==> src/fedd_pkg.sv <==
// Shared types, codes and constants for the fault event debounce block.
`timescale 1ns / 1ps
package fedd_pkg;

    localparam int EVENT_COUNT_DEF = 32;
    localparam int SLOT_COUNT_DEF  = 16;

    localparam logic [7:0] CONFIRM_OCC = 8'd2;

    // Status byte bits
    localparam logic [7:0] ST_TF        = 8'h01;
    localparam logic [7:0] ST_TFTOC     = 8'h02;
    localparam logic [7:0] ST_PENDING   = 8'h04;
    localparam logic [7:0] ST_CONFIRMED = 8'h08;
    localparam logic [7:0] ST_TNCSLC    = 8'h10;
    localparam logic [7:0] ST_TFSLC     = 8'h20;
    localparam logic [7:0] ST_TNCTOC    = 8'h40;
    localparam logic [7:0] ST_RESET     = 8'h50;

    typedef enum logic [1:0] {
        OP_REPORT = 2'd0,
        OP_MAP    = 2'd1,
        OP_AGE    = 2'd2,
        OP_READ   = 2'd3
    } op_t;

    typedef enum logic [1:0] {
        REP_PASSED    = 2'd0,
        REP_FAILED    = 2'd1,
        REP_PREPASSED = 2'd2,
        REP_PREFAILED = 2'd3
    } rep_t;

    typedef enum logic [2:0] {
        CFG_PASSED_LIMIT   = 3'd0,
        CFG_FAILED_LIMIT   = 3'd1,
        CFG_STEP_UP        = 3'd2,
        CFG_STEP_DOWN      = 3'd3,
        CFG_OCCURRENCE_CAP = 3'd4,
        CFG_AGING_CAP      = 3'd5,
        CFG_AGING_LIMIT    = 3'd6
    } cfg_idx_t;

    typedef struct packed {
        logic signed [7:0] passed_limit;
        logic [6:0]        failed_limit;
        logic [6:0]        step_up;
        logic [7:0]        step_down;
        logic [7:0]        occurrence_cap;
        logic [7:0]        aging_cap;
        logic [7:0]        aging_limit;
    } cfg_t;

    typedef struct packed {
        logic [7:0] status;
        logic [7:0] occ;
        logic [7:0] aging;
        logic       aged;
    } slot_rec_t;

endpackage

==> src/fault_event_debounce_dtc_status.sv <==
// Top level: event debounce table, trouble-code slot table and sequencer.
//
//  channel | signals                                           | direction
//  in      | in_valid, in_stall, opcode, event_id,             | item in
//          | event_report, slot_index                          |
//  out     | out_valid, out_stall, ok, status_byte,            | result out
//          | fault_detection, occurrences, aged_out            |
//  cfg     | cfg_valid, cfg_ready, cfg_index, cfg_data         | register write
//
// Report: accept, event table, slot update, result; no update if rejected or unmapped.
// Map and read: accept, execute, slot read, result; no read if rejected or no slot.
// Aging: one slot per cycle through the shared slot unit, then the result.
// One word at a time: in_stall is high from accept until the result is taken.
// Reset clears all tables to their start values at once; cfg_ready is always high.
`timescale 1ns / 1ps
module fault_event_debounce_dtc_status #(
    parameter int EVENT_COUNT = fedd_pkg::EVENT_COUNT_DEF,
    parameter int SLOT_COUNT  = fedd_pkg::SLOT_COUNT_DEF
) (
    input  logic              clk,
    input  logic              rst_n,
    input  logic              in_valid,
    output logic              in_stall,
    input  logic [1:0]        opcode,
    input  logic [5:0]        event_id,
    input  logic [1:0]        event_report,
    input  logic [4:0]        slot_index,
    output logic              out_valid,
    input  logic              out_stall,
    output logic              ok,
    output logic [7:0]        status_byte,
    output logic signed [7:0] fault_detection,
    output logic [7:0]        occurrences,
    output logic              aged_out,
    input  logic              cfg_valid,
    output logic              cfg_ready,
    input  logic [2:0]        cfg_index,
    input  logic [7:0]        cfg_data
);
    import fedd_pkg::*;

    localparam int EV_AW   = (EVENT_COUNT > 1) ? $clog2(EVENT_COUNT) : 1;
    localparam int SLOT_AW = (SLOT_COUNT > 1) ? $clog2(SLOT_COUNT) : 1;
    localparam int MAP_W   = ($clog2(SLOT_COUNT + 1) > 5) ? $clog2(SLOT_COUNT + 1) : 5;

    typedef enum logic [2:0] {
        S_IDLE,
        S_EXEC,
        S_SLOT,
        S_RDSLOT,
        S_AGE,
        S_OUT
    } state_t;

    state_t            state_reg;
    op_t               op_reg;
    logic [5:0]        id_reg;
    rep_t              rep_reg;
    logic [4:0]        slot_in_reg;
    logic [SLOT_AW-1:0] addr_reg;
    cfg_t              cfg_reg;

    logic              res_ok_reg;
    logic [7:0]        res_st_reg;
    logic signed [7:0] res_fd_reg;
    logic [7:0]        res_occ_reg;
    logic              res_aged_reg;

    logic signed [7:0] dbv_reg [EVENT_COUNT];
    logic [MAP_W-1:0]  map_reg [EVENT_COUNT];
    slot_rec_t         slot_reg [SLOT_COUNT];

    logic              id_ok;
    logic [5:0]        id_m1;
    logic [EV_AW-1:0]  ev_idx;
    logic [MAP_W-1:0]  map_cur;
    logic              mapped;
    logic [MAP_W-1:0]  slot_ext;
    logic              map_ok;
    logic              read_ok;
    logic signed [7:0] dbv_cur;
    logic signed [7:0] dbv_new;
    slot_rec_t         slot_cur;
    slot_rec_t         slot_new;
    logic              age_mode;
    logic              dbv_we;
    logic              map_we;
    logic              slot_we;

    // Decode the held item
    assign id_ok    = (id_reg >= 6'd1) && ({2'b00, id_reg} <= 8'(EVENT_COUNT));
    assign id_m1    = id_reg - 6'd1;
    assign ev_idx   = id_m1[EV_AW-1:0];
    assign dbv_cur  = dbv_reg[ev_idx];
    assign map_cur  = map_reg[ev_idx];
    assign mapped   = map_cur < MAP_W'(SLOT_COUNT);
    assign slot_ext = MAP_W'(slot_in_reg);
    assign map_ok   = id_ok && (slot_ext <= MAP_W'(SLOT_COUNT));
    assign read_ok  = slot_ext < MAP_W'(SLOT_COUNT);
    assign slot_cur = slot_reg[addr_reg];
    assign age_mode = (state_reg == S_AGE);

    fedd_dbnc u_dbnc (
        .cfg (cfg_reg),
        .rep (rep_reg),
        .cur (dbv_cur),
        .nxt (dbv_new)
    );

    fedd_slot_unit u_slot (
        .cfg      (cfg_reg),
        .age_mode (age_mode),
        .value    (res_fd_reg),
        .cur      (slot_cur),
        .nxt      (slot_new)
    );

    // Table write enables
    assign dbv_we  = (state_reg == S_EXEC) && (op_reg == OP_REPORT) && id_ok && mapped;
    assign map_we  = (state_reg == S_EXEC) && (op_reg == OP_MAP) && map_ok;
    assign slot_we = (state_reg == S_SLOT) || (state_reg == S_AGE);

    // Hold configuration registers
    always_ff @(posedge clk or negedge rst_n)
    begin
        if (!rst_n)
        begin
            cfg_reg.passed_limit   <= -8'sd128;
            cfg_reg.failed_limit   <= 7'd127;
            cfg_reg.step_up        <= 7'd1;
            cfg_reg.step_down      <= 8'd1;
            cfg_reg.occurrence_cap <= 8'd255;
            cfg_reg.aging_cap      <= 8'd255;
            cfg_reg.aging_limit    <= 8'd40;
        end
        else if (cfg_valid && cfg_ready)
        begin
            case (cfg_idx_t'(cfg_index))
                CFG_PASSED_LIMIT:   cfg_reg.passed_limit   <= cfg_data;
                CFG_FAILED_LIMIT:   cfg_reg.failed_limit   <= cfg_data[6:0];
                CFG_STEP_UP:        cfg_reg.step_up        <= cfg_data[6:0];
                CFG_STEP_DOWN:      cfg_reg.step_down      <= cfg_data;
                CFG_OCCURRENCE_CAP: cfg_reg.occurrence_cap <= cfg_data;
                CFG_AGING_CAP:      cfg_reg.aging_cap      <= cfg_data;
                CFG_AGING_LIMIT:    cfg_reg.aging_limit    <= cfg_data;
                default:            ;
            endcase
        end
    end

    // Event tables
    always_ff @(posedge clk or negedge rst_n)
    begin
        if (!rst_n)
        begin
            for (int i = 0; i < EVENT_COUNT; i++)
            begin
                dbv_reg[i] <= 8'sd0;
                map_reg[i] <= MAP_W'(SLOT_COUNT);
            end
        end
        else
        begin
            if (dbv_we)
                dbv_reg[ev_idx] <= dbv_new;
            if (map_we)
                map_reg[ev_idx] <= slot_ext;
        end
    end

    // Slot table
    always_ff @(posedge clk or negedge rst_n)
    begin
        if (!rst_n)
        begin
            for (int i = 0; i < SLOT_COUNT; i++)
                slot_reg[i] <= '{status: ST_RESET, occ: 8'd0, aging: 8'd0, aged: 1'b0};
        end
        else if (slot_we)
        begin
            slot_reg[addr_reg] <= slot_new;
        end
    end

    // Sequencer and result register
    always_ff @(posedge clk or negedge rst_n)
    begin
        if (!rst_n)
        begin
            state_reg    <= S_IDLE;
            op_reg       <= OP_REPORT;
            rep_reg      <= REP_PASSED;
            id_reg       <= 6'd0;
            slot_in_reg  <= 5'd0;
            addr_reg     <= '0;
            res_ok_reg   <= 1'b0;
            res_st_reg   <= 8'd0;
            res_fd_reg   <= 8'sd0;
            res_occ_reg  <= 8'd0;
            res_aged_reg <= 1'b0;
        end
        else
        begin
            case (state_reg)
                S_IDLE:
                begin
                    if (in_valid)
                    begin
                        op_reg      <= op_t'(opcode);
                        id_reg      <= event_id;
                        rep_reg     <= rep_t'(event_report);
                        slot_in_reg <= slot_index;
                        state_reg   <= S_EXEC;
                    end
                end
                S_EXEC:
                begin
                    res_ok_reg   <= 1'b0;
                    res_st_reg   <= 8'd0;
                    res_fd_reg   <= 8'sd0;
                    res_occ_reg  <= 8'd0;
                    res_aged_reg <= 1'b0;
                    state_reg    <= S_OUT;
                    case (op_reg)
                        OP_REPORT:
                        begin
                            if (id_ok)
                            begin
                                res_ok_reg <= 1'b1;
                                res_fd_reg <= mapped ? dbv_new : dbv_cur;
                                if (mapped)
                                begin
                                    addr_reg  <= map_cur[SLOT_AW-1:0];
                                    state_reg <= S_SLOT;
                                end
                            end
                        end
                        OP_MAP:
                        begin
                            if (map_ok)
                            begin
                                res_ok_reg <= 1'b1;
                                res_fd_reg <= dbv_cur;
                                if (read_ok)
                                begin
                                    addr_reg  <= slot_ext[SLOT_AW-1:0];
                                    state_reg <= S_RDSLOT;
                                end
                            end
                        end
                        OP_AGE:
                        begin
                            res_ok_reg <= 1'b1;
                            addr_reg   <= '0;
                            state_reg  <= S_AGE;
                        end
                        OP_READ:
                        begin
                            if (read_ok)
                            begin
                                res_ok_reg <= 1'b1;
                                addr_reg   <= slot_ext[SLOT_AW-1:0];
                                state_reg  <= S_RDSLOT;
                            end
                        end
                        default: ;
                    endcase
                end
                S_SLOT:
                begin
                    res_st_reg   <= slot_new.status;
                    res_occ_reg  <= slot_new.occ;
                    res_aged_reg <= slot_new.aged;
                    state_reg    <= S_OUT;
                end
                S_RDSLOT:
                begin
                    res_st_reg   <= slot_cur.status;
                    res_occ_reg  <= slot_cur.occ;
                    res_aged_reg <= slot_cur.aged;
                    state_reg    <= S_OUT;
                end
                S_AGE:
                begin
                    // Advance one slot a cycle until the last
                    if (addr_reg == SLOT_AW'(SLOT_COUNT - 1))
                        state_reg <= S_OUT;
                    else
                        addr_reg <= addr_reg + 1'b1;
                end
                S_OUT:
                begin
                    if (!out_stall)
                        state_reg <= S_IDLE;
                end
                default: state_reg <= S_IDLE;
            endcase
        end
    end

    assign in_stall        = (state_reg != S_IDLE);
    assign out_valid       = (state_reg == S_OUT);
    assign cfg_ready       = 1'b1;
    assign ok              = res_ok_reg;
    assign status_byte     = res_st_reg;
    assign fault_detection = res_fd_reg;
    assign occurrences     = res_occ_reg;
    assign aged_out        = res_aged_reg;

    // A result word never shows while a new word can enter
    a_out_blocks_in: assert property (@(posedge clk) disable iff (!rst_n)
        out_valid |-> in_stall)
        else $error("input open while result pending");

    // An accepted word is not answered in the next cycle
    a_no_instant_result: assert property (@(posedge clk) disable iff (!rst_n)
        (in_valid && !in_stall) |=> !out_valid)
        else $error("result appeared too early");

    // A rejected word carries only zero fields
    a_reject_zero: assert property (@(posedge clk) disable iff (!rst_n)
        (out_valid && !ok) |-> (status_byte == 8'd0 && fault_detection == 8'sd0
                                && occurrences == 8'd0 && !aged_out))
        else $error("rejected result carries data");

    // Slot table is written only while a slot or aging step is active
    a_slot_write_state: assert property (@(posedge clk) disable iff (!rst_n)
        slot_we |-> (state_reg == S_SLOT || state_reg == S_AGE))
        else $error("slot write outside update");

endmodule

==> src/fedd_dbnc.sv <==
// Debounce counter step: jump or saturating step toward the limits.
`timescale 1ns / 1ps
module fedd_dbnc (
    input  fedd_pkg::cfg_t     cfg,
    input  fedd_pkg::rep_t     rep,
    input  logic signed [7:0]  cur,
    output logic signed [7:0]  nxt
);
    import fedd_pkg::*;

    logic signed [9:0] cur_w;
    logic signed [9:0] pl_w;
    logic signed [9:0] fl_w;
    logic signed [9:0] dn_w;
    logic signed [9:0] up_w;
    logic signed [9:0] res_w;

    // Widen operands so no step can wrap
    assign cur_w = {{2{cur[7]}}, cur};
    assign pl_w  = {{2{cfg.passed_limit[7]}}, cfg.passed_limit};
    assign fl_w  = {3'b000, cfg.failed_limit};
    assign dn_w  = cur_w - {2'b00, cfg.step_down};
    assign up_w  = cur_w + {3'b000, cfg.step_up};

    // Select the new value
    always_comb
    begin
        case (rep)
            REP_PASSED:    res_w = pl_w;
            REP_FAILED:    res_w = fl_w;
            REP_PREPASSED:
            begin
                if (cur_w > pl_w)
                    res_w = (dn_w < pl_w) ? pl_w : dn_w;
                else
                    res_w = cur_w;
            end
            REP_PREFAILED:
            begin
                if (cur_w < fl_w)
                    res_w = (up_w > fl_w) ? fl_w : up_w;
                else
                    res_w = cur_w;
            end
            default:       res_w = cur_w;
        endcase
    end

    assign nxt = res_w[7:0];

endmodule

==> src/fedd_slot_unit.sv <==
// Shared slot record update: report qualification or one aging step.
`timescale 1ns / 1ps
module fedd_slot_unit (
    input  fedd_pkg::cfg_t      cfg,
    input  logic                age_mode,
    input  logic signed [7:0]   value,
    input  fedd_pkg::slot_rec_t cur,
    output fedd_pkg::slot_rec_t nxt
);
    import fedd_pkg::*;

    logic signed [8:0] v_w;
    logic signed [8:0] pl_w;
    logic signed [8:0] fl_w;
    logic [7:0]        occ_inc;
    logic [7:0]        age_inc;

    assign v_w     = {value[7], value};
    assign pl_w    = {cfg.passed_limit[7], cfg.passed_limit};
    assign fl_w    = {2'b00, cfg.failed_limit};
    assign occ_inc = (cur.occ < cfg.occurrence_cap) ? cur.occ + 8'd1 : cur.occ;
    assign age_inc = (cur.aging < cfg.aging_cap) ? cur.aging + 8'd1 : cur.aging;

    always_comb
    begin
        nxt = cur;
        if (age_mode)
        begin
            // Age a confirmed code that is not failing now
            if ((cur.status & ST_CONFIRMED) != 8'd0 && (cur.status & ST_TF) == 8'd0)
            begin
                nxt.aging = age_inc;
                if (age_inc >= cfg.aging_limit)
                begin
                    nxt.status = cur.status & ~(ST_CONFIRMED | ST_PENDING);
                    nxt.aged   = 1'b1;
                end
            end
        end
        else
        begin
            // Failed qualification wins over passed when both hold
            if (v_w >= fl_w)
            begin
                nxt.status = cur.status | ST_TF | ST_TFTOC | ST_TFSLC | ST_PENDING;
                nxt.occ    = occ_inc;
                if (occ_inc >= CONFIRM_OCC)
                    nxt.status = nxt.status | ST_CONFIRMED;
                nxt.aging  = 8'd0;
                nxt.aged   = 1'b0;
            end
            else if (v_w <= pl_w)
            begin
                nxt.status = cur.status & ~(ST_TF | ST_PENDING);
            end
            nxt.status = nxt.status & ~(ST_TNCTOC | ST_TNCSLC);
        end
    end

endmodule

==> config.mk <==
export PLATFORM = sky130hd
export DESIGN_NAME = fault_event_debounce_dtc_status
export DESIGN_NICKNAME = d
export VERILOG_FILES = /design/src/fedd_pkg.sv /design/src/fault_event_debounce_dtc_status.sv /design/src/fedd_dbnc.sv /design/src/fedd_slot_unit.sv
export SDC_FILE = /design/constraint.sdc
export NUM_CORES = 2
export LEC_CHECK = 0
export BUFFER_PORTS_ARGS = -buffer_cell sky130_fd_sc_hd__buf_2
export CORE_UTILIZATION = 53
export CTS_BUF_LIST = sky130_fd_sc_hd__clkbuf_2 sky130_fd_sc_hd__clkbuf_4 sky130_fd_sc_hd__clkbuf_8
export DETAILED_ROUTE_END_ITERATION = 12
export PLACE_DENSITY = 0.75
export SLEW_MARGIN = 20
export SYNTH_ARGS = -nofsm -noshare
export SYNTH_HDL_FRONTEND = slang
export SYNTH_HIERARCHICAL = 1
export SYNTH_SLANG_ARGS = --single-unit
==> constraint.sdc <==
create_clock -name clk -period 8.5 [get_ports clk]
set_input_delay 2.125 -clock clk [delete_from_list [all_inputs] [get_ports clk]]
set_output_delay 2.125 -clock clk [all_outputs]
set_load 0.03 [all_outputs]
==> results.txt <==
- Hold timing on the final database bottoms out at a slack of 0.491 ns.
- Via count of the first global-routing pass: between 30000 and 40000
- Data arrival time of the critical path: 8.43 ns
* Fraction of final layout cells sized beyond drive strength 1: 50.3%
- In this run the remaining antenna-violating nets after routing total 0.
- TritonCTS clock tree: built
* Number of cells traversed by the worst hold path: 1
- Cell types with the highest counts after synthesis: mux2_2 (879), dfrtp_1 (826), mux4_2 (217)
* Final critical delay including setup and external delays: 7.68 ns
- For the pin with the worst max-slew slack, the measured transition is 1.18 ns.
* Ports placed on the boundary: 60
* Endpoint kind of the worst setup timing path: flop
- In the finished design, the share of the clock period the worst path needs comes to 90.3%.
- Startpoint class of the critical path: flop
* Core area: 84200 µm²
- The tool flagged a number of max-cap violations equal to 0.
* Async set or reset register ratio after synthesis: 100%
- Setup violations remaining at the end of the flow were counted as 0.
- Residual overflow from global routing: 0
* 1st-iter DRT viols: 2027
* Internal Power: roughly 11 mW
- In this design, the stage delay of the slowest critical-path cell is between 0.9 and 1 ns.
- Counting every sink on the clock net gives 918.
- R2R cell count: 23
* Clock latency on the worst-skew pair: 0.83 ns
- After detailed routing, the number of remaining DRC violations is 0.
- Yosys synthesis warning count: 6
- Clock Pin Slew Worst Setup and Hold Paths: ~0.060 ns
* Critical path class: flop to flop
- Max Transition Viols Final: 0
* H-tree levels: 4
* Full die area: between 80000 and 90000 µm²
- P_leak: roughly 24 nW
- Flops & latches, synth: 918
* Half-perimeter wire length after detailed placement: between 70000 and 80000 µm
* Critical-path cell with the highest stage delay: o2bb2ai_2
- # placed instances: 4237
* Prevailing post-synth register cell: dfrtp_1
- Result of the run: finished clean
- The register with the most flip-flops in the layout has 400 of them.
- Final standard cell count with taps included and fillers excluded: ~4500
- Power Dens Cells: 385 nW/µm²
- The synthesized netlist occupies a cell area of 45400 µm².
- Net switching power figure: 8.21 mW
- Drt total wl: 115000 µm
- In this run the mean area of a mapped cell was 14.2 µm².
- Die boundary width: slightly below 300 µm
* CTS Hold Buffers Added: 0
- Crit path buf inv count: 4
- Starting Density: 53.8%
- Antenna violations before repair: 5
* Detail-routed net length per standard cell: between 20 and 30 µm
- The number of endpoints with negative hold slack in the final report was 0.
* Path type of the worst min-delay path: flop to flop
- The clock arrives with between 0.04 and 0.05 ns of skew.
- The cell sitting at the root of the clock tree is a clkbuf_8.
- Num CTS Buffers: 156
- Portion of the post-synthesis area used by sequential elements: 50.9%
* Global-route wire length before repair: 180000 µm
- Net count of the mapped netlist: 3320
- Counting buffers and inverters, the worst setup path is 23 cells deep.
- The longest clock path from root to sink contains 3 buffers.
- Final Net Count: 3392
- Crit path max-delay family: compound AO/OA/AOI/OAI gates
* Data required time of the critical path: 9.25 ns
- The number of setup buffers added after CTS is 0.
- Synthesis-to-layout area growth: 11.8%
- Portion of total power attributed to the clock network: between 20 and 25%
- Total negative setup slack: 0 ns
- Of the post-synthesis cell area, the dominant cell type holds 45.6%.
- In this run, distinct cell masters in the synthesized netlist total 93.
- In this run, synthesis inferred 0 flip-flops with an integrated enable.
- In this run the worst path has a maximum fanout of 18.
- The number of gates resized after CTS was 0.
- By instance count, the leading cell after synthesis is mux2_2.
- The floorplan has roughly 110 rows.
- Based on the critical path, the design can be clocked at up to 0.130 GHz.
* Most area-hungry cell type in the Yosys netlist: dfrtp_1
* Portion of total power attributed to sequential cells: 29.7%
- Across every metal layer, demand over resource in global routing totals 27.2%.
- The routed layout has between 20000 and 30000 vias.
- The worst pin sits at a relative slew slack of 20.8%.
- At the end of routability-driven placement, the weighted congestion stood at just over 0.9.
- Entering global routing, the biggest net connects 186 pins.
- Number of vias per cell: 6.26
- The worst-case IR drop observed on VDD is 398 µV.
* Logic gate share of total power: 47.8%
- Vertical extent of the die: 295 µm
* Number of buffers added on ports: 58
- Detailed Routing Iterations Pass 1: 5
- Synthesized instance count: 3193
* Net switching share of the total power: between 40 and 50%
- Traced cell by cell, the critical path runs through inv_1, ha_1, nand2b_1, a2bb2oi_1, o21a_1, o22ai_1, nor3_1, buf_4, inv_1, fa_1, nor2b_1, o31a_1, nor4_1, nor3_1, ha_1, a211oi_1, a31oi_1, a41o_1, o21ai_4, mux2i_1, o2bb2ai_2, buf_4, mux2_2.
- By area the synthesized netlist is led by dfrtp_1 (46%), mux2_2 (22%), mux4_2 (11%).
- Setup repair after global routing missed its margin: false
-- layout by cell type (no fill, tap or decap), drive strengths merged, types with 9 or more instances in the layout --
cell type    n
nor3        31
a21oi       36
o21a        15
inv         89
nand4       16
buf        127
a31oi       13
nand2      136
o21ai       61
nand2b      18
mux2i       63
o211ai      10
nor2        71
mux4       217
a21o        17
and3        20
xor2        14
dfrtp      826
dfstp       92
xnor2       19
o22ai       15
mux2       885
ha          94
nor2b        9
or2          9
clkbuf     242
clkinv      17
nand3       80
bufinv      10
-- worst reg2reg max path, stage by stage, from the launching register on --
cell       delay [ns]
dfrtp_4          0.49
inv_1            0.40
ha_1             0.51
nand2b_1         0.22
a2bb2oi_1        0.29
o21a_1           0.35
o22ai_1          0.15
nor3_1           0.67
buf_4            0.28
inv_1            0.08
fa_1             0.44
nor2b_1          0.18
o31a_1           0.25
nor4_1           0.08
nor3_1           0.29
ha_1             0.33
a211oi_1         0.22
a31oi_1          0.13
a41o_1           0.25
o21ai_4          0.35
mux2i_1          0.15
o2bb2ai_2        0.93
buf_4            0.37
mux2_2           0.19
-- final timing paths --
| check | from | endpoint | slack (ns) |
|---|---|---|---|
| setup / recovery | id_reg[0]$_DFFE_PN0P_ | dbv_reg[99]$_DFFE_PN0P_ | 0.82 |
| hold / removal | map_reg[0]$_DFFE_PN0P_ | map_reg[0]$_DFFE_PN0P_ | 0.49 |
| setup reg to reg | id_reg[0]$_DFFE_PN0P_ | dbv_reg[99]$_DFFE_PN0P_ | 0.82 |
| min in group asynchronous | rst_n | map_reg[145]$_DFFE_PN0P_ | 1.40 |
| max in group asynchronous | rst_n | slot_reg[55]$_DFFE_PN0P_ | 5.47 |
| hold reg to reg | map_reg[0]$_DFFE_PN0P_ | map_reg[0]$_DFFE_PN0P_ | 0.49 |
-- metal layers --
layer	wire, µm	vias to the layer above	GRT usage (%)
li1	-	12071	-
met1	49600	15020	37.8
met2	55000	998	43.1
met3	7550	204	5.66
met4	2610	0	8.60
met5	0	-	0
-- power by group through the flow --
| stage | Combinational (mW) | Sequential, mW | Clock [mW] |
|---|---|---|---|
| detailed placement | 9.11 | 5.85 | 0 |
| finish | 9.33 | 5.79 | 4.40 |
| global route | 10.0 | 5.88 | 4.68 |
| CTS | 9.15 | 5.78 | 4.48 |
| floorplan | 6.44 | 5.54 | 0 |
| global placement | 8.81 | 5.77 | 0 |
-- cell type report --
cell class              count  area [µm²]
repair buffers            129         951
diodes                      2        5.00
well taps                1134        1420
fillers                  6226       33500
clock inverters            39         534
multi-input cells        1980       21400
clock buffers             240        2990
inverters                  80         300
flip-flops and latches    918       23100
-- logic make-up (layout without fill, tap and decap cells) --
group	after synthesis	after routing	synth area share (%)
xor+xnor	33	33	0.637
simple gates	429	429	4.99
flops	918	918	50.9
mux	1165	1165	34.1
buf+inv	295	488	2.56
other cells	1	3	0.00827
fa+ha+maj	96	96	2.68
compound gates	256	256	4.07
-- metrics by stage --
stage | power [mW] | util [%] | instance area [µm²] | setup slack (ns)
global placement | 14.6 | 55.8 | 47000 | 1.16
global route | 20.6 | 60.2 | 50700 | 0.386
CTS | 19.4 | 60.0 | 50500 | 0.723
detailed placement | 15.0 | 55.8 | 47000 | 0.767
finish | 19.5 | 60.2 | 50700 | 0.823
floorplan | 12.0 | - | 45400 | 1.49
Power figures use the tool's default switching activity.
